==> src/rtl/assert_macros.svh <==
// Assertion macros for the RTL of the quaternion to rotation matrix block.
// Depends on: a clock named clk and an active-low reset named rst_n in the including module.
`ifndef ASSERT_MACROS_SVH
`define ASSERT_MACROS_SVH

// Check that an antecedent implies a consequent in the same cycle
`define QRM_ASSERT_IMP(lbl, ante, cons) \
    lbl: assert property (@(posedge clk) disable iff (!rst_n) (ante) |-> (cons)) \
        else $error("qrm assertion failed");

// Check that an antecedent implies a consequent in the next cycle
`define QRM_ASSERT_NEXT(lbl, ante, cons) \
    lbl: assert property (@(posedge clk) disable iff (!rst_n) (ante) |=> (cons)) \
        else $error("qrm assertion failed");

`endif

==> src/rtl/qrm_pkg.sv <==
// Shared constants for the quaternion to rotation matrix pipeline.
// No dependencies; imported by every module of the block.
package qrm_pkg;

    localparam int LANES  = 9;
    localparam int NPROD  = 10;
    localparam int NPAIR  = 6;
    localparam int THR_W  = 33;
    localparam logic [THR_W-1:0] THR_RESET = 33'd268;

    // product slots
    localparam int P_AA = 0;
    localparam int P_BB = 1;
    localparam int P_CC = 2;
    localparam int P_DD = 3;
    localparam int P_AB = 4;
    localparam int P_AC = 5;
    localparam int P_AD = 6;
    localparam int P_BC = 7;
    localparam int P_BD = 8;
    localparam int P_CD = 9;

    typedef logic [LANES-1:0] lane_mask_t;
    localparam lane_mask_t DIAG_LANES = 9'b100010001;

endpackage

==> src/rtl/qrm_sums.sv <==
// Two pipeline stages: pair sums, then the nine numerators as sign and magnitude,
// the squared norm and the small-norm flag. Depends on qrm_pkg.
module qrm_sums #(
    parameter int SW = 16
) (
    input  logic                   clk,
    input  logic                   en_a,
    input  logic                   en_b,
    input  logic signed [2*SW-1:0] prod [qrm_pkg::NPROD],
    input  logic [qrm_pkg::THR_W-1:0] thr,
    output logic [2*SW:0]          mag_reg [qrm_pkg::LANES],
    output logic [qrm_pkg::LANES-1:0] neg_reg,
    output logic [2*SW:0]          norm_reg,
    output logic                   deg_reg
);
    import qrm_pkg::*;

    localparam int NW = 2 * SW + 2;
    localparam int MW = 2 * SW + 1;
    localparam int CW = (MW > THR_W) ? MW : THR_W;

    logic signed [NW-1:0] sq_reg  [NPAIR];
    logic signed [NW-1:0] off_reg [NPAIR];
    logic signed [NW-1:0] num     [LANES];
    logic signed [NW-1:0] norm_sum;

    always_ff @(posedge clk)
    begin
        if (en_a)
        begin
            sq_reg[0]  <= NW'(prod[P_AA]) + NW'(prod[P_BB]);
            sq_reg[1]  <= NW'(prod[P_CC]) + NW'(prod[P_DD]);
            sq_reg[2]  <= NW'(prod[P_AA]) + NW'(prod[P_CC]);
            sq_reg[3]  <= NW'(prod[P_BB]) + NW'(prod[P_DD]);
            sq_reg[4]  <= NW'(prod[P_AA]) + NW'(prod[P_DD]);
            sq_reg[5]  <= NW'(prod[P_BB]) + NW'(prod[P_CC]);
            off_reg[0] <= (NW'(prod[P_BC]) - NW'(prod[P_AD])) <<< 1;
            off_reg[1] <= (NW'(prod[P_AC]) + NW'(prod[P_BD])) <<< 1;
            off_reg[2] <= (NW'(prod[P_AD]) + NW'(prod[P_BC])) <<< 1;
            off_reg[3] <= (NW'(prod[P_CD]) - NW'(prod[P_AB])) <<< 1;
            off_reg[4] <= (NW'(prod[P_BD]) - NW'(prod[P_AC])) <<< 1;
            off_reg[5] <= (NW'(prod[P_AB]) + NW'(prod[P_CD])) <<< 1;
        end
    end

    always_comb
    begin
        num[0]   = sq_reg[0] - sq_reg[1];
        num[1]   = off_reg[0];
        num[2]   = off_reg[1];
        num[3]   = off_reg[2];
        num[4]   = sq_reg[2] - sq_reg[3];
        num[5]   = off_reg[3];
        num[6]   = off_reg[4];
        num[7]   = off_reg[5];
        num[8]   = sq_reg[4] - sq_reg[5];
        norm_sum = sq_reg[0] + sq_reg[1];
    end

    always_ff @(posedge clk)
    begin
        if (en_b)
        begin
            for (int k = 0; k < LANES; k++)
            begin
                neg_reg[k] <= num[k][NW-1];
                mag_reg[k] <= num[k][NW-1] ? MW'(-num[k]) : MW'(num[k]);
            end
            norm_reg <= MW'(norm_sum);
            deg_reg  <= CW'(norm_sum[MW-1:0]) <= CW'(thr);
        end
    end

endmodule

==> config.mk <==
export PLATFORM = sky130hd
export DESIGN_NAME = qrm_sums
export DESIGN_NICKNAME = d
export VERILOG_FILES = /design/src/rtl/assert_macros.svh /design/src/rtl/qrm_pkg.sv /design/src/rtl/qrm_sums.sv
export SDC_FILE = /design/constraint.sdc
export NUM_CORES = 2
export LEC_CHECK = 0
export BUFFER_PORTS_ARGS = -buffer_cell sky130_fd_sc_hd__buf_2
export CAP_MARGIN = 30
export CORE_ASPECT_RATIO = 0.7
export CORE_MARGIN = 2
export CORE_UTILIZATION = 60
export CTS_CLUSTER_SIZE = 8
export DETAILED_ROUTE_END_ITERATION = 8
export PLACE_DENSITY = 0.82
export SYNTH_ARGS = -nofsm -noshare
export SYNTH_HDL_FRONTEND = slang
export SYNTH_SLANG_ARGS = --single-unit
==> constraint.sdc <==
create_clock -name clk -period 5.3 [get_ports clk]
set_clock_uncertainty 0.1 [all_clocks]
set_input_delay 0.265 -clock clk [delete_from_list [all_inputs] [get_ports clk]]
set_output_delay 0.265 -clock clk [all_outputs]
set_load 0.05 [all_outputs]
==> impl_metrics.py <==
metrics = {
    "timing": {
        "final_hold_viol_count": 0,
        "worst_pin_slew_ps": 1020,
        "rsz0062_at_grt": "no",
        "fin_crit_ps": 4770,
        "maxSlewHeadroom": 0.318,
        "slew_viol_final": 0,
        "setup_violations": 0,
        "min_period_over_period": 0.901,
        "clock.fmax_ghz": 0.209,
        "setup-tns-final_ps": 0,
    },
    "placement": {
        "hpwl_mm": 129,
        "gp_congestion": 1.05,
        "dp.cells": 7088,
        "io_buffers": 689,
    },
    "power": {
        "power_density_nw_per_um2": 435,
        "leakage_nw": 26.1,
        "vdd_drop_max_mv": 0.476,
    },
    "synth": {
        "ys_seq_elements": 723,
        "synth_warnings": 0,
        "synthArstFlopShare": 0,
        "syn_avg_cell_area_um2": 9.99,
        "postSynthCellCount": 5371,
        "synth_ff_type": "edfxtp_1",
        "synth_edf_count": 723,
        "syn_area_um2": 53700,
        "synth_cell_types": 100,
        "seq_area_frac_synth": 0.405,
    },
    "worst_setup_path": {
        "startpoint": "sq_reg[1][0]",
        "end_kind": "flip-flop",
        "critPathMaxFanout": 3,
        "start_kind": "flip-flop",
        "r2r_start": "sq_reg[1][0]",
        "required_ps": 5640,
        "crit_top_cell": "o21bai_1",
        "slowest_stage": "o41ai_1",
        "cp_num_buf_inv": 1,
        "critPathTopFamily": "compound AO/OA/AOI/OAI gates",
        "worst_ep_arrival_time_ps": 5110,
        "path_class": "reg2reg",
        "path_cells": "ha_1 -> inv_1 -> fa_1 -> o21bai_1 -> a21oi_1 -> o21bai_1 -> a21o_1 -> nand4_1 -> o211ai_1 -> a21o_1 -> a211oi_1 -> o41ai_1 -> a211oi_1 -> o21bai_1 -> xnor2_1 -> ha_1 -> nand4_1 -> o21ai_0 -> a211o_1 -> o211ai_1",
        "cpPeakStageDelay_ps": 480,
    },
    "detailed_routing": {
        "wl_met3_mm": 18.1,
        "firstDrtPassIters": 6,
        "drt_wl_total_mm": 161,
        "via_count": 44700,
        "highest_layer": "met5",
        "routed-wl-met2_mm": 64.9,
        "ant_nets": 0,
        "routedWlPerCell_um": 22.2,
        "vias_per_cell": 6.15,
        "wl_met1_mm": 71.2,
        "drt_iter0_markers": 5168,
        "drc": 0,
    },
    "clock_tree": {
        "cts_buffers": 100,
        "post_cts_buffers": 0,
        "cts_htree_levels": 3,
        "cts.clk_slew.worst_paths_ps": 50,
        "clockBufferDepth": 3,
        "clockRootBuffer": "clkbuf_16",
        "cts_tree": "done",
        "cts_sinks": 723,
        "insertion_delay_ps": 720,
    },
    "worst_hold_path": {
        "hold_path.class": "in2reg",
        "min_from": "prod[227]",
    },
    "layout": {
        "final_cell_mix": "edfxtp_1 (723), buf_2 (687), xnor2_1 (559), ha_1 (557), inv_1 (444)",
        "layout_commonest_cell": "edfxtp_1",
        "layout-drive-gt1-share": 0.146,
        "fin_nets": 6991,
        "syn2layout_area_growth_pct": 14.2,
        "largest_reg_flops": 287,
        "final_cells": 7276,
        "fillers": 6679,
    },
    "global_route": {
        "grt_pass1_wl_mm": 238,
        "grt_max_degree": 140,
        "grt_overflow": 0,
        "grt_usage": 0.338,
        "antenna_found_initial": 61,
        "grt_pass1_vias": 40900,
    },
    "floorplanning": {
        "fp.dieH_um": 254,
        "die-area_um2": 91900,
        "core_area_um2": 88400,
        "rows": 91,
        "initial_core_util": 0.607,
        "ios": 696,
        "chipWidth_um": 361,
    },
    "flow_run": {
        "max_cap_viol_count": 0,
    },
    "outcome": {
        "outcome": "completed",
    },
}
==> area by class of cell <==
type | count | area (µm²) | area share
repair buffers | 733 | 3970 | 0.0648
inverters | 447 | 1680 | 0.0274
clock buffers | 101 | 2530 | 0.0412
well taps | 1162 | 1450 | 0.0237
diodes | 45 | 113 | 0.00184
multi-input cells | 4057 | 29700 | 0.484
clock inverters | 8 | 151 | 0.00247
flip-flops and latches | 723 | 21700 | 0.354
==> Yosys cell counts, drive strengths merged (118+ instances only) <==
library cell | instances | share of area
a21o | 167 | 0.023
a21oi | 424 | 0.040
clkbuf | 121 | 0.0085
edfxtp | 723 | 0.40
ha | 557 | 0.13
inv | 446 | 0.031
nand2 | 258 | 0.018
nor2 | 357 | 0.025
nor3 | 118 | 0.011
o21ai | 273 | 0.026
xnor2 | 559 | 0.091
xor2 | 144 | 0.023
==> repair_timing <==
action | CTS | global route
hold buffers | 33 | 0
resized for setup | 0 | 0
endpoints found under the hold margin | 86 | 0
==> path summary, 6_finish.rpt <==
path | end | slack (ps) | cells past startpoint
min reg2reg | mag_reg[230] | 450 | 1
max | deg_reg | 530 | 20
max reg2reg | deg_reg | 530 | 20
min | sq_reg[2][3] | 40 | 3
==> metrics by stage <==
stage / utilization / setup slack [ps] / area (µm²) / hold slack (ps) / total power [mW]
2_1_floorplan: - / 1200 / 53700 / 277 / 17.5
3_5_place_dp: 0.658 / 673 / 58100 / 428 / 20.6
4_1_cts: 0.692 / 602 / 61200 / 0.787 / 26.5
5_1_grt: 0.693 / 194 / 61300 / 41.5 / 27.9
6_report: 0.694 / 527 / 61300 / 42.5 / 26.7
3_3_place_gp: 0.658 / 729 / 58100 / 417 / 20.4
==> cell families after synthesis <==
kind of cell	count (synthesis)	synth area share
compound gates	1455	0.176
simple gates	1312	0.124
flops	723	0.405
xor+xnor	703	0.115
buf+inv	596	0.0427
fa+ha+maj	573	0.136
mux	8	0.00179
other cells	1	0.0000699
==> where the power goes <==
group | switching (mW) | leakage [nW] | internal (mW)
registers | 0.704 | 7.08 | 8.18
logic | 8.13 | 17.7 | 3.88
clock network | 2.43 | 1.31 | 3.35
==> worst reg2reg max path: cells and delay by family, from the launching register on <==
kind / cells / cell delay [ps]
buffers and inverters: 1 / 60
and+or+nand+nor: 2 / 280
xor gates and xnor gates: 1 / 130
AOI/OAI and AO/OA: 13 / 2670
DFF: 1 / 350
adders and majority gates: 3 / 920
==> layer usage <==
layer,up-vias,track usage
met5,-,0
met1,21100,0.503
met2,2279,0.468
met4,6,0.141
met3,350,0.0828
li1,21000,-
(Power assumes the default switching activity.)
