File: config.mk
export PLATFORM = sky130hd
export DESIGN_NAME = qrm_div_step
export DESIGN_NICKNAME = d
export VERILOG_FILES = /design/src/rtl/assert_macros.svh /design/src/rtl/qrm_pkg.sv /design/src/rtl/qrm_div_step.sv
export SDC_FILE = /design/constraint.sdc
export NUM_CORES = 1
export LEC_CHECK = 0
export BUFFER_PORTS_ARGS = -buffer_cell sky130_fd_sc_hd__buf_2
export CORE_AREA = 2 2 369 371
export DETAILED_ROUTE_END_ITERATION = 7
export DIE_AREA = 0 0 371 373
export GPL_TIMING_DRIVEN = 0
export PLACE_DENSITY = 0.48
export SETUP_SLACK_MARGIN = 0.5
export SLEW_MARGIN = 15
export SYNTH_ARGS = -nofsm -noshare
export SYNTH_HDL_FRONTEND = slang
export SYNTH_SLANG_ARGS = --single-unit
File: constraint.sdc
create_clock -name clk -period 4.8 [get_ports clk]
set_input_delay 0.96 -clock clk [delete_from_list [all_inputs] [get_ports clk]]
set_output_delay 0.96 -clock clk [all_outputs]
set_load 0.01 [all_outputs]
File: src/rtl/assert_macros.svh
// Assertion macros for the RTL of the quaternion to rotation matrix block.
// Depends on: a clock named clk and an active-low reset named rst_n in the including module.
`ifndef ASSERT_MACROS_SVH
`define ASSERT_MACROS_SVH

// Check that an antecedent implies a consequent in the same cycle
`define QRM_ASSERT_IMP(lbl, ante, cons) \
    lbl: assert property (@(posedge clk) disable iff (!rst_n) (ante) |-> (cons)) \
        else $error("qrm assertion failed");

// Check that an antecedent implies a consequent in the next cycle
`define QRM_ASSERT_NEXT(lbl, ante, cons) \
    lbl: assert property (@(posedge clk) disable iff (!rst_n) (ante) |=> (cons)) \
        else $error("qrm assertion failed");

`endif

File: src/rtl/qrm_pkg.sv
// Shared constants for the quaternion to rotation matrix pipeline.
// No dependencies; imported by every module of the block.
package qrm_pkg;

    localparam int LANES  = 9;
    localparam int NPROD  = 10;
    localparam int NPAIR  = 6;
    localparam int THR_W  = 33;
    localparam logic [THR_W-1:0] THR_RESET = 33'd268;

    // product slots
    localparam int P_AA = 0;
    localparam int P_BB = 1;
    localparam int P_CC = 2;
    localparam int P_DD = 3;
    localparam int P_AB = 4;
    localparam int P_AC = 5;
    localparam int P_AD = 6;
    localparam int P_BC = 7;
    localparam int P_BD = 8;
    localparam int P_CD = 9;

    typedef logic [LANES-1:0] lane_mask_t;
    localparam lane_mask_t DIAG_LANES = 9'b100010001;

endpackage

File: src/rtl/qrm_div_step.sv
// One restoring division step for all nine lanes against the shared squared norm.
// Depends on qrm_pkg.
module qrm_div_step #(
    parameter int SW     = 16,
    parameter int FB     = 14,
    parameter bit DOUBLE = 1'b1
) (
    input  logic                      clk,
    input  logic                      en,
    input  logic [2*SW:0]             norm,
    input  logic [2*SW:0]             rem    [qrm_pkg::LANES],
    input  logic [FB:0]               quo    [qrm_pkg::LANES],
    input  logic [qrm_pkg::LANES-1:0] neg,
    input  logic                      deg,
    output logic [2*SW:0]             norm_reg,
    output logic [2*SW:0]             rem_reg [qrm_pkg::LANES],
    output logic [FB:0]               quo_reg [qrm_pkg::LANES],
    output logic [qrm_pkg::LANES-1:0] neg_reg,
    output logic                      deg_reg
);
    import qrm_pkg::*;

    localparam int MW = 2 * SW + 1;

    logic [MW:0]     trial [LANES];
    logic [MW:0]     diff  [LANES];
    logic [LANES-1:0] fits;

    always_comb
    begin
        for (int k = 0; k < LANES; k++)
        begin
            trial[k] = DOUBLE ? {rem[k], 1'b0} : {1'b0, rem[k]};
            fits[k]  = trial[k] >= {1'b0, norm};
            diff[k]  = trial[k] - {1'b0, norm};
        end
    end

    always_ff @(posedge clk)
    begin
        if (en)
        begin
            for (int k = 0; k < LANES; k++)
            begin
                rem_reg[k] <= fits[k] ? diff[k][MW-1:0] : trial[k][MW-1:0];
                quo_reg[k] <= {quo[k][FB-1:0], fits[k]};
            end
            norm_reg <= norm;
            neg_reg  <= neg;
            deg_reg  <= deg;
        end
    end

endmodule

==> key figures <==
Status
  • Result of the run: finished clean

Timing
  • Final clock period utilization by the worst path: between 80 and 90%
  • Max-slew violation count: 0
  • Setup Viol. Count Final: 0
  • Max_slew headroom: 36.1%
  • Number of endpoints with negative hold slack in the final report: 0
  • F_max: approximately 240 MHz
  • Unrepaired setup endpoints after global routing: no
  • Final setup margin: 625 ps
  • Period minus WS final: 4170 ps
  • Slew @ Worst Pin: 955 ps

Setup path
  • Critical Path RT: 5190 ps
  • CP Launch Type: input port
  • Largest fanout on the critical path: 8
  • Sort of element at the end of the critical path: register
  • Path type of the worst setup path: input port to register
  • Arrival time worst endpoint: between 4000 and 5000 ps

Detailed routing
  • Remaining design rule violation count: 0
  • Routed wire length: 156 mm
  • Vias per Instance: 5.02
  • Total number of vias: 31,001
  • Drt first pass iters: 5
  • Starting DRT DRC Count: 2,116
  • Number of routed nets with antenna violations: 0
  • Average detailed-routed wire length per instance: about 25 µm

CTS
  • Longest Clk Path Bufs: 3
  • Hold buffer count at CTS: 0
  • Clock H-tree levels: 2
  • CTS tree: done
  • Number of buffers created by CTS: 61
  • Number of clock sinks: 475
  • Buffer cell driving the clock tree root: sky130_fd_sc_hd__clkbuf_16
  • Clock-pin slew on the worst setup and hold paths: 60 ps

Pwr
  • Static leakage: roughly 18 nW
  • Power density normalized to cell area: 341 nW/µm²
  • VDD IR max: 0.305 mV

Layout
  • Largest register FFs: approximately 300
  • Fin util: 32.1%
  • Layout overhead on the synthesized area: 29.3%
  • Number of nets in the layout: 5,107
  • Total non-filler cell area in the finished layout: between 40,000 and 50,000 µm²
  • Fraction of layout instances using a drive strength above 1: 29.9%

Yosys
  • Synthesized Nets: 4,072
  • Post-synthesis area per instance: slightly above 10 µm²
  • Number of storage elements in the synthesis netlist: ~480
  • Number of flops mapped to enable cells by yosys: 475
  • Register area share after synthesis: roughly 43%
  • Post-synthesis instance area: 33,400 µm²
  • Simple-Gate Fraction of Synth Area: 12.2%
  • Area share of the largest cell type after synthesis: 42.7%
  • Adder-cell area share of the yosys netlist: 11.7%
  • Area fraction in compound gates after synthesis: 19.8%
  • Most numerous cell in the Yosys netlist: sky130_fd_sc_hd__edfxtp_1
  • Largest family of logic cells by synthesized area: compound AO/OA/AOI/OAI gates
  • Top cell type by total area after synthesis: sky130_fd_sc_hd__edfxtp_1
  • Dominant cells by area after synthesis: sky130_fd_sc_hd__edfxtp_1 (43%), sky130_fd_sc_hd__ha_1 (11%), sky130_fd_sc_hd__a21oi_1 (5.3%)
  • Area share of xor/xnor cells in the synthesized design: under 10%
  • Yosys warns: 0
  • Share of synthesized registers carrying an async set or reset: 0%
  • Mapped Cells: 3,289
  • Cell variety after synth: about 80
  • Top post-synthesis cells by count: sky130_fd_sc_hd__edfxtp_1 (475), sky130_fd_sc_hd__a21oi_1 (355), sky130_fd_sc_hd__ha_1 (297)
  • Dominant synthesized flop cell: sky130_fd_sc_hd__edfxtp_1
  • Multiplexer area fraction after synthesis: 4.55%

Placement
  • DP Worst Slack: -1480 ps
  • Detailed Place HPWL: 124 mm
  • Routability congestion estimate from global placement: 0.909
  • Number of buffers inserted by port buffering: 942
  • DP Area: 40,900 µm²

Floorplan
  • Core area: between 100,000 and 150,000 µm²
  • Die width: 371 µm
  • Die footprint: 138,000 µm²
  • Die Y: 373 µm
  • Number of placed I/O pins: 952
  • Placement Rows: around 140
  • Starting density of the core: 24.8%

Hold path
  • Tightest Hold Check Type: input port to register

GRT
  • Number of antenna violations at the first check in global routing: 49
  • Via count of the first global-routing pass: 29,557
  • Global-route usage over all layers: 21.5%
  • Wire length of the first global-routing pass: 214 mm
  • Pin count of the biggest net entering global routing: between 100 and 150
  • Total global routing overflow: 0

Run
  • Max cap viols: 0
==> final timing paths <==
check	cells after the start	startpoint	slack, ps	endpoint
max	14	norm[4]	630	rem_reg[61]
min	1	quo[28]	450	quo_reg[29]
==> cells in the final DEF (no fill, tap or decap), types with 12 or more instances in the layout <==
cell type	netlist	routed
sky130_fd_sc_hd__a211oi_1	27	25
sky130_fd_sc_hd__a21boi_0	12	12
sky130_fd_sc_hd__a21o_1	146	146
sky130_fd_sc_hd__a21oi_1	355	354
sky130_fd_sc_hd__a31oi_1	39	39
sky130_fd_sc_hd__and2_1	17	17
sky130_fd_sc_hd__and3_1	26	26
sky130_fd_sc_hd__buf_16	0	15
sky130_fd_sc_hd__buf_2	24	960
sky130_fd_sc_hd__buf_4	0	12
sky130_fd_sc_hd__clkbuf_1	75	79
sky130_fd_sc_hd__clkbuf_16	0	61
sky130_fd_sc_hd__clkinvlp_4	0	12
sky130_fd_sc_hd__diode_2	0	27
sky130_fd_sc_hd__edfxtp_1	475	475
sky130_fd_sc_hd__ha_1	297	297
sky130_fd_sc_hd__inv_1	130	97
sky130_fd_sc_hd__inv_2	1	22
sky130_fd_sc_hd__mux2_2	92	92
sky130_fd_sc_hd__mux2_4	27	27
sky130_fd_sc_hd__nand2_1	230	230
sky130_fd_sc_hd__nand2b_1	32	32
sky130_fd_sc_hd__nand3_1	64	64
sky130_fd_sc_hd__nand4_1	62	62
sky130_fd_sc_hd__nor2_1	257	257
sky130_fd_sc_hd__nor2b_1	29	29
sky130_fd_sc_hd__nor3_1	47	46
sky130_fd_sc_hd__nor3b_1	12	12
sky130_fd_sc_hd__nor4_1	20	20
sky130_fd_sc_hd__o211ai_1	21	21
sky130_fd_sc_hd__o21a_1	41	41
sky130_fd_sc_hd__o21ai_0	204	202
sky130_fd_sc_hd__o21bai_1	53	53
sky130_fd_sc_hd__o31a_1	14	14
sky130_fd_sc_hd__o31ai_1	36	33
sky130_fd_sc_hd__or2_2	13	13
sky130_fd_sc_hd__or3_1	20	20
sky130_fd_sc_hd__xnor2_1	149	149
sky130_fd_sc_hd__xor2_1	88	88
==> worst max-delay path, cell delays in order <==
cell and delay, ps:
sky130_fd_sc_hd__buf_2 170, sky130_fd_sc_hd__clkinvlp_4 120, sky130_fd_sc_hd__buf_12 150, sky130_fd_sc_hd__buf_4 250, sky130_fd_sc_hd__ha_1 310, sky130_fd_sc_hd__a21o_1 180
sky130_fd_sc_hd__a21oi_1 140, sky130_fd_sc_hd__nor2b_1 70, sky130_fd_sc_hd__o31ai_1 600, sky130_fd_sc_hd__a311oi_2 300, sky130_fd_sc_hd__a21boi_0 730, sky130_fd_sc_hd__o211ai_1 270
sky130_fd_sc_hd__xnor2_1 200, sky130_fd_sc_hd__a21oi_1 90
==> kinds of logic after synthesis <==
group,count (synthesis)
AOI/OAI and AO/OA,1051
and+or+nand+nor,856
DFF,475
adders and majority gates,306
xor gates and xnor gates,237
buffers and inverters,237
muxes,127
==> what timing repair did <==
item | 4_1_cts | 5_1_grt
gates resized for setup | 28 | 25
gates cloned | 0 | 0
setup endpoints to repair | 297 | 157
pin swaps | 2 | 2
setup buffers | 9 | 2
==> power by group <==
group / internal, mW / leakage, nW / switching (mW)
clock network: 2.61 / 0.940 / 2.02
registers: 5.27 / 4.65 / 0.166
logic: 1.83 / 12.9 / 2.81
total: 9.71 / 18.5 / 5.00
==> per-stage QoR <==
| step | TNS, ps | power (mW) | hold WS (ps) | cells |
|---|---|---|---|---|
| after floorplan | 0 | 8.13 | 1060 | 3289 |
| after global placement | -2792780 | 10.1 | 1140 | 6012 |
| after detailed placement | -238010 | 10.1 | 1140 | 6031 |
| after CTS | 0 | 14.9 | 385 | 6151 |
| after global routing | 0 | 15.4 | 404 | 6168 |
| final | 0 | 14.7 | 452 | 6180 |
==> routing by layer <==
metal	routed length, µm	vias to the layer above	GRT usage (%)
met3	9750	287	3.71
met2	75400	1273	37.0
met4	8970	10	11.0
met5	75	-	0
met1	62200	14849	25.5
li1	-	14582	-
==> layout make-up <==
class,instances,area (µm²)
fill,14108,91400
buffer,106,474
clock buffer,70,1560
clock inverter,41,418
multi-input combinational,2577,18300
sequential,475,14300
timing repair buffer,972,5330
antenna,27,67.6
inverter,131,524
tap,1781,2230
Power figures use the tool's default switching activity.
