**src/rtl/assert_macros.svh**
```systemverilog
// Assertion macros for the RTL of the quaternion to rotation matrix block.
// Depends on: a clock named clk and an active-low reset named rst_n in the including module.
`ifndef ASSERT_MACROS_SVH
`define ASSERT_MACROS_SVH

// Check that an antecedent implies a consequent in the same cycle
`define QRM_ASSERT_IMP(lbl, ante, cons) \
    lbl: assert property (@(posedge clk) disable iff (!rst_n) (ante) |-> (cons)) \
        else $error("qrm assertion failed");

// Check that an antecedent implies a consequent in the next cycle
`define QRM_ASSERT_NEXT(lbl, ante, cons) \
    lbl: assert property (@(posedge clk) disable iff (!rst_n) (ante) |=> (cons)) \
        else $error("qrm assertion failed");

`endif

```
**src/rtl/qrm_pkg.sv**
```systemverilog
// Shared constants for the quaternion to rotation matrix pipeline.
// No dependencies; imported by every module of the block.
package qrm_pkg;

    localparam int LANES  = 9;
    localparam int NPROD  = 10;
    localparam int NPAIR  = 6;
    localparam int THR_W  = 33;
    localparam logic [THR_W-1:0] THR_RESET = 33'd268;

    // product slots
    localparam int P_AA = 0;
    localparam int P_BB = 1;
    localparam int P_CC = 2;
    localparam int P_DD = 3;
    localparam int P_AB = 4;
    localparam int P_AC = 5;
    localparam int P_AD = 6;
    localparam int P_BC = 7;
    localparam int P_BD = 8;
    localparam int P_CD = 9;

    typedef logic [LANES-1:0] lane_mask_t;
    localparam lane_mask_t DIAG_LANES = 9'b100010001;

endpackage

```
**src/rtl/qrm_round.sv**
```systemverilog
// Output stage: round to nearest, clamp to one, apply sign, substitute identity.
// Depends on qrm_pkg.
module qrm_round #(
    parameter int SW = 16,
    parameter int FB = 14
) (
    input  logic                      clk,
    input  logic                      en,
    input  logic [2*SW:0]             norm,
    input  logic [2*SW:0]             rem [qrm_pkg::LANES],
    input  logic [FB:0]               quo [qrm_pkg::LANES],
    input  logic [qrm_pkg::LANES-1:0] neg,
    input  logic                      deg,
    output logic [SW-1:0]             mat_reg [qrm_pkg::LANES],
    output logic                      deg_reg
);
    import qrm_pkg::*;

    localparam int QW = FB + 2;
    localparam logic [QW-1:0] ONE_Q = QW'(1) << FB;

    logic [QW-1:0] rounded [LANES];
    logic [QW-1:0] clamped [LANES];
    logic [SW-1:0] mag     [LANES];
    logic [SW-1:0] mat_next [LANES];

    always_comb
    begin
        for (int k = 0; k < LANES; k++)
        begin
            rounded[k] = QW'(quo[k]) + QW'({rem[k], 1'b0} >= {1'b0, norm});
            clamped[k] = (rounded[k] > ONE_Q) ? ONE_Q : rounded[k];
            mag[k]     = SW'(clamped[k]);
            if (deg)
                mat_next[k] = DIAG_LANES[k] ? SW'(ONE_Q) : '0;
            else
                mat_next[k] = neg[k] ? -mag[k] : mag[k];
        end
    end

    always_ff @(posedge clk)
    begin
        if (en)
        begin
            mat_reg <= mat_next;
            deg_reg <= deg;
        end
    end

endmodule
```
**config.mk**
```make
export PLATFORM = sky130hd
export DESIGN_NAME = qrm_round
export DESIGN_NICKNAME = d
export VERILOG_FILES = /design/src/rtl/assert_macros.svh /design/src/rtl/qrm_pkg.sv /design/src/rtl/qrm_round.sv
export SDC_FILE = /design/constraint.sdc
export NUM_CORES = 1
export LEC_CHECK = 0
export BUFFER_PORTS_ARGS = -buffer_cell sky130_fd_sc_hd__buf_2
export CAP_MARGIN = 20
export CELL_PAD_IN_SITES_DETAIL_PLACEMENT = 0
export CELL_PAD_IN_SITES_GLOBAL_PLACEMENT = 1
export CORE_AREA = 8 8 237 239
export CTS_CLUSTER_DIAMETER = 60
export DETAILED_ROUTE_END_ITERATION = 8
export DIE_AREA = 0 0 245 247
export GPL_ROUTABILITY_DRIVEN = 0
export GPL_TIMING_DRIVEN = 0
export PLACE_DENSITY = 0.83
export SETUP_SLACK_MARGIN = 0.1
export SLEW_MARGIN = 10
export SYNTH_ARGS = -nofsm -noshare
export SYNTH_HDL_FRONTEND = slang
export SYNTH_SLANG_ARGS = --single-unit
```
**constraint.sdc**
```tcl
create_clock -name clk -period 15 [get_ports clk]
set_input_delay 3.75 -clock clk [delete_from_list [all_inputs] [get_ports clk]]
set_output_delay 3.75 -clock clk [all_outputs]
set_load 0.005 [all_outputs]
```
==> results of run 1 <==
[report_power, final]
| part | switching, uW | internal, uW |
|---|---|---|
| registers | 14.7 | 489 |
| logic | 337 | 238 |
| clock network | 182 | 244 |
| total | 534 | 971 |
[logic make-up after synthesis]
group                      share of synthesized area
and+or+nand+nor                                0.249
buffers and inverters                         0.0318
muxes                                         0.0109
DFF                                            0.225
xor gates and xnor gates                      0.0819
AOI/OAI and AO/OA                              0.192
adders and majority gates                      0.209
[synth_stat cells (5+ instances only)]
cell type	number
sky130_fd_sc_hd__a2111oi_0	11
sky130_fd_sc_hd__a211o_1	5
sky130_fd_sc_hd__a211oi_1	23
sky130_fd_sc_hd__a21o_1	106
sky130_fd_sc_hd__a21oi_1	124
sky130_fd_sc_hd__a221oi_1	7
sky130_fd_sc_hd__a311oi_1	7
sky130_fd_sc_hd__a31oi_1	24
sky130_fd_sc_hd__and2_1	16
sky130_fd_sc_hd__and3_1	41
sky130_fd_sc_hd__and4_1	28
sky130_fd_sc_hd__buf_1	6
sky130_fd_sc_hd__buf_2	22
sky130_fd_sc_hd__clkbuf_1	48
sky130_fd_sc_hd__edfxtp_1	145
sky130_fd_sc_hd__ha_1	324
sky130_fd_sc_hd__inv_1	72
sky130_fd_sc_hd__mux2_2	8
sky130_fd_sc_hd__mux2i_1	12
sky130_fd_sc_hd__nand2_1	190
sky130_fd_sc_hd__nand2b_1	30
sky130_fd_sc_hd__nand3_1	111
sky130_fd_sc_hd__nand4_1	89
sky130_fd_sc_hd__nand4b_1	11
sky130_fd_sc_hd__nor2_1	200
sky130_fd_sc_hd__nor2b_1	36
sky130_fd_sc_hd__nor3_1	79
sky130_fd_sc_hd__nor4_1	21
sky130_fd_sc_hd__o211ai_1	12
sky130_fd_sc_hd__o21a_1	42
sky130_fd_sc_hd__o21ai_0	98
sky130_fd_sc_hd__o21ai_1	5
sky130_fd_sc_hd__o221ai_1	5
sky130_fd_sc_hd__o22ai_1	5
sky130_fd_sc_hd__o31ai_1	25
sky130_fd_sc_hd__o41ai_1	5
sky130_fd_sc_hd__or2_2	20
sky130_fd_sc_hd__or3_1	17
sky130_fd_sc_hd__or4_1	10
sky130_fd_sc_hd__xnor2_1	127
sky130_fd_sc_hd__xor2_1	54
[worst min path at each step]
stage	endpoint	startpoint	slack [ns]	depth (start not counted)
final	deg_reg	deg	3.52	1
after global routing	deg_reg	deg	3.51	1
after CTS	deg_reg	deg	3.50	1
after detailed placement	deg_reg	deg	3.96	1
after global placement	deg_reg	deg	3.96	1
after floorplan	deg_reg	deg	3.85	0
[layout make-up]
type                       count  share of cell area
inverter                      72              0.0113
clock buffer                  18              0.0180
buffer                        81              0.0145
multi-input combinational   2005               0.603
timing repair buffer         594               0.126
tap                          688              0.0361
antenna                       25             0.00262
clock inverter                13             0.00572
sequential                   145               0.183
[cell usage in the layout (no fill, tap or decap), types with 16 or more instances in the layout]
cell type and n:
sky130_fd_sc_hd__a21oi_1 124, sky130_fd_sc_hd__nor3_1 79, sky130_fd_sc_hd__nand2b_1 30, sky130_fd_sc_hd__xnor2_1 127
sky130_fd_sc_hd__nor4_1 21, sky130_fd_sc_hd__nand2_1 190, sky130_fd_sc_hd__a21o_1 106, sky130_fd_sc_hd__or2_2 20
sky130_fd_sc_hd__and2_1 16, sky130_fd_sc_hd__nor2b_1 36, sky130_fd_sc_hd__edfxtp_1 145, sky130_fd_sc_hd__a31oi_1 24
sky130_fd_sc_hd__nand3_1 111, sky130_fd_sc_hd__buf_2 612, sky130_fd_sc_hd__o21ai_0 98, sky130_fd_sc_hd__clkbuf_1 49
sky130_fd_sc_hd__diode_2 25, sky130_fd_sc_hd__a211oi_1 23, sky130_fd_sc_hd__or3_1 17, sky130_fd_sc_hd__o31ai_1 25
sky130_fd_sc_hd__nor2_1 200, sky130_fd_sc_hd__and4_1 28, sky130_fd_sc_hd__xor2_1 54, sky130_fd_sc_hd__and3_1 41
sky130_fd_sc_hd__clkbuf_16 17, sky130_fd_sc_hd__nand4_1 89, sky130_fd_sc_hd__o21a_1 42, sky130_fd_sc_hd__ha_1 324
sky130_fd_sc_hd__inv_1 72
[metal layers]
metal,share of wire,vias to the layer above
met3,0.068,169
met5,0.00040,-
met1,0.37,9842
li1,-,10000
met2,0.50,849
met4,0.053,4
[through the flow]
| stage | hold slack, ns | cells |
|---|---|---|
| final | 3.52 | 3641 |
| after global routing | 3.51 | 3630 |
| after CTS | 3.50 | 3614 |
| after detailed placement | 3.96 | 3583 |
| after global placement | 3.96 | 3581 |
| after floorplan | 3.85 | 2303 |
==> impl_metrics.xml, run 1 <==
<?xml version="1.0" encoding="UTF-8"?>
<metrics>
  <group name="global_routing">
    <metric name="grt_overflow_total" unit="">0</metric>
    <metric name="use_met1" unit="">0.279</metric>
    <metric name="grt_start_max_net_pins" unit="">98</metric>
    <metric name="grt_util_all_layers" unit="">0.255</metric>
    <metric name="grt_pass1_wl" unit="mm">121</metric>
    <metric name="number_of_antenna_violations_at_the_first_check_in_global_routing" unit="">23</metric>
    <metric name="grt_util_met3" unit="">0.0453</metric>
    <metric name="grt_util_met2" unit="">0.464</metric>
    <metric name="grt-busiest-layer" unit="">met2</metric>
    <metric name="first_global_vias" unit="">21000</metric>
  </group>
  <group name="logic_synthesis">
    <metric name="synth.net_count" unit="">3104</metric>
    <metric name="yosysWarningCount" unit="">0</metric>
    <metric name="ys_types" unit="">85</metric>
    <metric name="asyncSetResetFlopFracSynth" unit="">0</metric>
    <metric name="post_synth_instance_area" unit="sq mm">0.0194</metric>
    <metric name="seq_area_frac_synth" unit="">0.225</metric>
    <metric name="syn_inst" unit="">2303</metric>
    <metric name="synthDominantAreaCellType" unit="">sky130_fd_sc_hd__edfxtp_1</metric>
    <metric name="synthesized_flop_and_latch_total" unit="">145</metric>
    <metric name="post_synth_edffs" unit="">145</metric>
    <metric name="dominantRegCellSynth" unit="">sky130_fd_sc_hd__edfxtp_1</metric>
    <metric name="average_footprint_of_a_synthesized_cell" unit="sq um">8.40</metric>
    <metric name="yosys.area.top_type_share" unit="">0.225</metric>
    <metric name="synth_top_cells_by_area" unit="">sky130_fd_sc_hd__edfxtp_1 (22%), sky130_fd_sc_hd__ha_1 (21%), sky130_fd_sc_hd__xnor2_1 (5.7%)</metric>
  </group>
  <group name="sta">
    <metric name="slew_headroom" unit="">0.334</metric>
    <metric name="timing.setup.tns" unit="ns">0</metric>
    <metric name="setup_viol_count_final" unit="">0</metric>
    <metric name="max_clock_freq" unit="MHz">93.4</metric>
    <metric name="report.final.hold_viol_count" unit="">0</metric>
    <metric name="layout_worst_path_cycle_share" unit="">0.714</metric>
    <metric name="period_minus_slack" unit="ns">10.71</metric>
    <metric name="rsz0062_at_grt" unit="">no</metric>
    <metric name="timing_max_transition_violations_final" unit="">0</metric>
    <metric name="worst-slew-pin-transition" unit="ns">0.999</metric>
    <metric name="layout_setup_ws" unit="ns">4.29</metric>
  </group>
  <group name="layout">
    <metric name="area.growth.synth_to_final" unit="%">23.3</metric>
    <metric name="layout_cell_share_with_drive_strength_beyond_1" unit="">0.239</metric>
    <metric name="multi_input_area" unit="sq mm">0.0144</metric>
    <metric name="largest_reg_flops" unit="">144</metric>
    <metric name="regArea" unit="sq mm">0.00435</metric>
    <metric name="final_util" unit="">0.457</metric>
    <metric name="final_area" unit="sq mm">0.0239</metric>
    <metric name="fillers" unit="">5128</metric>
    <metric name="layout.nets" unit="">3717</metric>
  </group>
  <group name="power_and_ir_drop">
    <metric name="vdd.ir_drop.worst" unit="mV">0.0554</metric>
    <metric name="cellLeakagePower" unit="uW">0.0107</metric>
    <metric name="report.power.total" unit="uW">1510</metric>
    <metric name="power_density" unit="mW/mm^2">63.1</metric>
  </group>
  <group name="clock_tree">
    <metric name="cts_tree" unit="">yes</metric>
    <metric name="post_cts_hold_buffer_count" unit="">0</metric>
    <metric name="post_cts_buffers" unit="">0</metric>
    <metric name="cts-htree-levels" unit="">4</metric>
    <metric name="inserted_clock_buffers" unit="">17</metric>
    <metric name="cts_resized" unit="">0</metric>
    <metric name="cts.sinks" unit="">145</metric>
    <metric name="ctsLongestPathBuffers" unit="">2</metric>
    <metric name="cts.clk_slew.worst_paths" unit="ns">0.06</metric>
    <metric name="root_buffer" unit="">sky130_fd_sc_hd__clkbuf_16</metric>
  </group>
  <group name="min_path">
    <metric name="hold_path_class" unit="">input pin to flop</metric>
  </group>
  <group name="setup_path">
    <metric name="crit_start" unit="">norm[9]</metric>
    <metric name="critPathTopFamily" unit="">simple AND/OR/NAND/NOR gates</metric>
    <metric name="worstPathRequired" unit="ns">15.16</metric>
    <metric name="critical_path.max_fanout" unit="">9</metric>
    <metric name="cp.arrival" unit="ns">10.87</metric>
    <metric name="cp-start-kind" unit="">input pin</metric>
    <metric name="number_of_buffer_and_inverter_instances_along_the_worst_setup_path" unit="">2</metric>
    <metric name="worstSetupPathType" unit="">input pin to flop</metric>
    <metric name="path_depth" unit="">26</metric>
    <metric name="critPathSlowestCell" unit="">sky130_fd_sc_hd__o31ai_1</metric>
    <metric name="cpPeakStageDelay" unit="ns">0.82</metric>
    <metric name="timing.critical_path.to" unit="">mat_reg[38]</metric>
    <metric name="worstSetupEndpointType" unit="">flop</metric>
  </group>
  <group name="route">
    <metric name="firstDrtPassIters" unit="">6</metric>
    <metric name="wire_per_inst" unit="um">22.5</metric>
    <metric name="viasPerCell" unit="">5.73</metric>
    <metric name="vias" unit="">20900</metric>
    <metric name="detail_route.iter0.violations" unit="">1364</metric>
    <metric name="finalWirelength" unit="mm">82.0</metric>
    <metric name="drc" unit="">0</metric>
    <metric name="final_antenna_net_count" unit="">0</metric>
  </group>
  <group name="placement">
    <metric name="total_of_buffers_placed_on_input_and_output_ports" unit="">590</metric>
    <metric name="placed_cell_area" unit="sq mm">0.0232</metric>
    <metric name="pre_cts_slack" unit="ns">3.84</metric>
    <metric name="hpwl" unit="mm">69.8</metric>
  </group>
  <group name="die">
    <metric name="rows" unit="">84</metric>
    <metric name="die-height" unit="um">247</metric>
    <metric name="area_of_the_die" unit="sq mm">0.0605</metric>
    <metric name="fp.dieW" unit="um">245</metric>
    <metric name="top_level_ports" unit="">622</metric>
    <metric name="initial_core_util" unit="">0.371</metric>
    <metric name="std_cell_core_area" unit="sq mm">0.0522</metric>
  </group>
  <group name="outcome">
    <metric name="status" unit="">completed</metric>
  </group>
  <group name="job">
    <metric name="cap_violations" unit="">0</metric>
  </group>
</metrics>
(Power assumes the default switching activity.)
==> run 2: changes to the inputs <==
--- a/config.mk
+++ b/config.mk
@@ -5,17 +5,19 @@
 export SDC_FILE = /design/constraint.sdc
 export NUM_CORES = 1
 export LEC_CHECK = 0
+export ABC_AREA = 1
 export BUFFER_PORTS_ARGS = -buffer_cell sky130_fd_sc_hd__buf_2
 export CAP_MARGIN = 20
 export CELL_PAD_IN_SITES_DETAIL_PLACEMENT = 0
 export CELL_PAD_IN_SITES_GLOBAL_PLACEMENT = 1
-export CORE_AREA = 8 8 237 239
+export CORE_ASPECT_RATIO = 0.8
+export CORE_MARGIN = 8
+export CORE_UTILIZATION = 37
 export CTS_CLUSTER_DIAMETER = 60
 export DETAILED_ROUTE_END_ITERATION = 8
-export DIE_AREA = 0 0 245 247
 export GPL_ROUTABILITY_DRIVEN = 0
 export GPL_TIMING_DRIVEN = 0
-export PLACE_DENSITY = 0.83
+export PLACE_DENSITY = 0.87
 export SETUP_SLACK_MARGIN = 0.1
 export SLEW_MARGIN = 10
 export SYNTH_ARGS = -nofsm -noshare
==> constraint.sdc (replaced) <==
create_clock -name clk -period 10.2 [get_ports clk]
set_input_delay 2.55 -clock clk [delete_from_list [all_inputs] [get_ports clk]]
set_output_delay 2.55 -clock clk [all_outputs]
set_load 0.005 [all_outputs]
==> impl_metrics.xml, run 2 <==
<?xml version="1.0" encoding="UTF-8"?>
<metrics>
  <group name="logic_synthesis">
    <metric name="yosys.area.top_type_share" unit="">0.223</metric>
    <metric name="seq_area_frac_synth" unit="">0.223</metric>
    <metric name="synth_common_cells" unit="">sky130_fd_sc_hd__nand2_1 (781), sky130_fd_sc_hd__nor2_1 (342), sky130_fd_sc_hd__ha_1 (324), sky130_fd_sc_hd__inv_1 (301), sky130_fd_sc_hd__nand3_1 (224)</metric>
    <metric name="post_synth_instance_area" unit="sq mm">0.0195</metric>
    <metric name="synthDominantAreaCellType" unit="">sky130_fd_sc_hd__edfxtp_1</metric>
    <metric name="post_synth_edffs" unit="">145</metric>
    <metric name="synth_top_cells_by_area" unit="">sky130_fd_sc_hd__edfxtp_1 (22%), sky130_fd_sc_hd__ha_1 (21%), sky130_fd_sc_hd__nand2_1 (15%)</metric>
    <metric name="dominantRegCellSynth" unit="">sky130_fd_sc_hd__edfxtp_1</metric>
    <metric name="average_footprint_of_a_synthesized_cell" unit="sq um">6.75</metric>
    <metric name="synthesized_flop_and_latch_total" unit="">145</metric>
    <metric name="synth.net_count" unit="">3690</metric>
    <metric name="syn_inst" unit="">2889</metric>
    <metric name="asyncSetResetFlopFracSynth" unit="">0</metric>
    <metric name="ys_types" unit="">64</metric>
    <metric name="yosysWarningCount" unit="">0</metric>
    <metric name="synth.most_common_cell" unit="">sky130_fd_sc_hd__nand2_1</metric>
  </group>
  <group name="clock_tree">
    <metric name="inserted_clock_buffers" unit="">17</metric>
    <metric name="cts-htree-levels" unit="">4</metric>
    <metric name="cts_resized" unit="">0</metric>
    <metric name="root_buffer" unit="">sky130_fd_sc_hd__clkbuf_16</metric>
    <metric name="ctsLongestPathBuffers" unit="">2</metric>
    <metric name="cts_tree" unit="">yes</metric>
    <metric name="post_cts_buffers" unit="">0</metric>
    <metric name="cts.clk_slew.worst_paths" unit="ns">0.07</metric>
    <metric name="post_cts_hold_buffer_count" unit="">0</metric>
    <metric name="cts.sinks" unit="">145</metric>
  </group>
  <group name="setup_path">
    <metric name="cp.arrival" unit="ns">7.85</metric>
    <metric name="worstSetupPathType" unit="">input pin to flop</metric>
    <metric name="cpPeakStageDelay" unit="ns">0.44</metric>
    <metric name="critical_path.max_fanout" unit="">10</metric>
    <metric name="cp-start-kind" unit="">input pin</metric>
    <metric name="critPathSlowestCell" unit="">sky130_fd_sc_hd__inv_1</metric>
    <metric name="worstSetupEndpointType" unit="">flop</metric>
    <metric name="worstPathRequired" unit="ns">10.40</metric>
    <metric name="critPathMostFrequentCell" unit="">sky130_fd_sc_hd__nand2_1</metric>
  </group>
  <group name="power_and_ir_drop">
    <metric name="power.share.switching" unit="">0.373</metric>
    <metric name="power_density" unit="mW/mm^2">91.6</metric>
    <metric name="vdd.ir_drop.worst" unit="mV">0.0944</metric>
    <metric name="cellLeakagePower" unit="uW">0.0125</metric>
    <metric name="share_comb_of_total_power" unit="">0.377</metric>
    <metric name="switchingPower" unit="uW">826</metric>
    <metric name="pwr-share-clk" unit="">0.287</metric>
    <metric name="seq_power_share" unit="">0.337</metric>
    <metric name="p_int" unit="uW">1390</metric>
    <metric name="report.power.total" unit="uW">2220</metric>
  </group>
  <group name="layout">
    <metric name="largest_reg_flops" unit="">144</metric>
    <metric name="layout.nets" unit="">4331</metric>
    <metric name="layout_cell_share_with_drive_strength_beyond_1" unit="">0.204</metric>
    <metric name="final_common_cell" unit="">sky130_fd_sc_hd__nand2_1</metric>
    <metric name="area.growth.synth_to_final" unit="%">24.0</metric>
    <metric name="final_cell_mix" unit="">sky130_fd_sc_hd__nand2_1 (781), sky130_fd_sc_hd__buf_2 (624), sky130_fd_sc_hd__nor2_1 (342), sky130_fd_sc_hd__ha_1 (324), sky130_fd_sc_hd__inv_1 (301)</metric>
  </group>
  <group name="die">
    <metric name="area_of_the_die" unit="sq mm">0.0604</metric>
    <metric name="top_level_ports" unit="">622</metric>
    <metric name="fp.dieW" unit="um">273</metric>
    <metric name="die-height" unit="um">221</metric>
    <metric name="rows" unit="">75</metric>
    <metric name="std_cell_core_area" unit="sq mm">0.0523</metric>
    <metric name="initial_core_util" unit="">0.373</metric>
  </group>
  <group name="global_routing">
    <metric name="grt_start_max_net_pins" unit="">87</metric>
    <metric name="grt_pass1_wl" unit="mm">122</metric>
    <metric name="grt_overflow_total" unit="">0</metric>
    <metric name="number_of_antenna_violations_at_the_first_check_in_global_routing" unit="">45</metric>
    <metric name="first_global_vias" unit="">20800</metric>
    <metric name="grt_util_all_layers" unit="">0.258</metric>
  </group>
  <group name="placement">
    <metric name="hpwl" unit="mm">70.7</metric>
    <metric name="total_of_buffers_placed_on_input_and_output_ports" unit="">620</metric>
  </group>
  <group name="sta">
    <metric name="timing_max_transition_violations_final" unit="">0</metric>
    <metric name="slew_headroom" unit="">0.233</metric>
    <metric name="rsz0062_at_grt" unit="">no</metric>
    <metric name="setup_viol_count_final" unit="">0</metric>
    <metric name="report.final.hold_viol_count" unit="">0</metric>
    <metric name="timing.setup.tns" unit="ns">0</metric>
    <metric name="max_clock_freq" unit="MHz">131</metric>
    <metric name="layout_worst_path_cycle_share" unit="">0.751</metric>
    <metric name="worst-slew-pin-transition" unit="ns">1.15</metric>
    <metric name="period_minus_slack" unit="ns">7.66</metric>
  </group>
  <group name="min_path">
    <metric name="hold_path_class" unit="">input pin to flop</metric>
    <metric name="whs_path_depth" unit="">1</metric>
  </group>
  <group name="route">
    <metric name="firstDrtPassIters" unit="">6</metric>
    <metric name="final_antenna_net_count" unit="">0</metric>
    <metric name="vias" unit="">22300</metric>
    <metric name="drc" unit="">0</metric>
    <metric name="viasPerCell" unit="">5.23</metric>
    <metric name="wire_per_inst" unit="um">19.1</metric>
    <metric name="detail_route.iter0.violations" unit="">1873</metric>
    <metric name="finalWirelength" unit="mm">81.3</metric>
  </group>
  <group name="job">
    <metric name="cap_violations" unit="">0</metric>
  </group>
  <group name="outcome">
    <metric name="status" unit="">completed</metric>
  </group>
</metrics>
==> run 2: changes by cell type in the layout (fill, tap and decap cells not counted), moves of 32 or more <==
cell / previous run / this run
sky130_fd_sc_hd__nor2b_1: 36 / 0
sky130_fd_sc_hd__nor2_1: 200 / 342
sky130_fd_sc_hd__xor2_1: 54 / 9
sky130_fd_sc_hd__nand3_1: 111 / 224
sky130_fd_sc_hd__xnor2_1: 127 / 9
sky130_fd_sc_hd__a21oi_1: 124 / 200
sky130_fd_sc_hd__clkbuf_1: 49 / 17
sky130_fd_sc_hd__inv_1: 72 / 301
sky130_fd_sc_hd__nand2_1: 190 / 781
sky130_fd_sc_hd__and3_1: 41 / 2
sky130_fd_sc_hd__a21o_1: 106 / 3
==> run 2: power by group through the flow <==
| stage | Sequential (uW) | Clock, uW | Combinational [uW] |
|---|---|---|---|
| final | 746 | 635 | 834 |
| after CTS | 746 | 646 | 829 |
| after global placement | 761 | 0 | 815 |
| after global routing | 750 | 673 | 945 |
| after detailed placement | 759 | 0 | 826 |
| after floorplan | 758 | 0 | 462 |
==> run 2: logic make-up after synthesis <==
group | count (synthesis) | share of synthesized area
AOI/OAI and AO/OA | 473 | 0.143
xor gates and xnor gates | 19 | 0.00891
and+or+nand+nor | 1576 | 0.346
DFF | 145 | 0.223
adders and majority gates | 324 | 0.208
buffers and inverters | 352 | 0.0713
==> run 2: layout make-up <==
class                           count  area (sq um)
Antenna cell                       30          75.1
Buffer                             41           224
Clock buffer                       17           425
Clock inverter                     15           160
Fill cell                        5531         28100
Inverter                          311          1170
Multi-Input combinational cell   2392         13800
Sequential cell                   145          4350
Tap cell                          693           867
Timing Repair Buffer              622          3150
==> run 2: final timing paths <==
check | start | end | slack [ns]
max | norm[3] | mat_reg[12] | 2.54
min | deg | deg_reg | 2.35
==> run 2: layer usage <==
layer	wire, um	GRT usage
met1	36000	0.344
met2	35900	0.408
met3	7200	0.0668
met4	2010	0.0741
met5	147	0
==> run 2: per-stage QoR <==
step | util | setup slack, ns | cells | hold WS [ns] | instance area, sq um
6_report | 0.463 | 2.54 | 4266 | 2.35 | 24200
5_1_grt | 0.462 | 1.98 | 4258 | 2.35 | 24200
4_1_cts | 0.461 | 2.47 | 4236 | 2.33 | 24100
3_5_place_dp | 0.450 | 2.01 | 4204 | 2.81 | 23500
3_3_place_gp | 0.449 | 2.01 | 4202 | 2.80 | 23500
2_1_floorplan | - | 3.67 | 2889 | 2.65 | 19500
==> run 2: critical path, delay by kind of cell <==
kind	cells	cell delay, ns
AO/OA/AOI/OAI	5	0.86
buffers and inverters	4	0.85
XOR/XNOR	1	0.18
AND/OR/NAND/NOR	18	2.21
adder cells (fa/ha/maj)	4	1.16
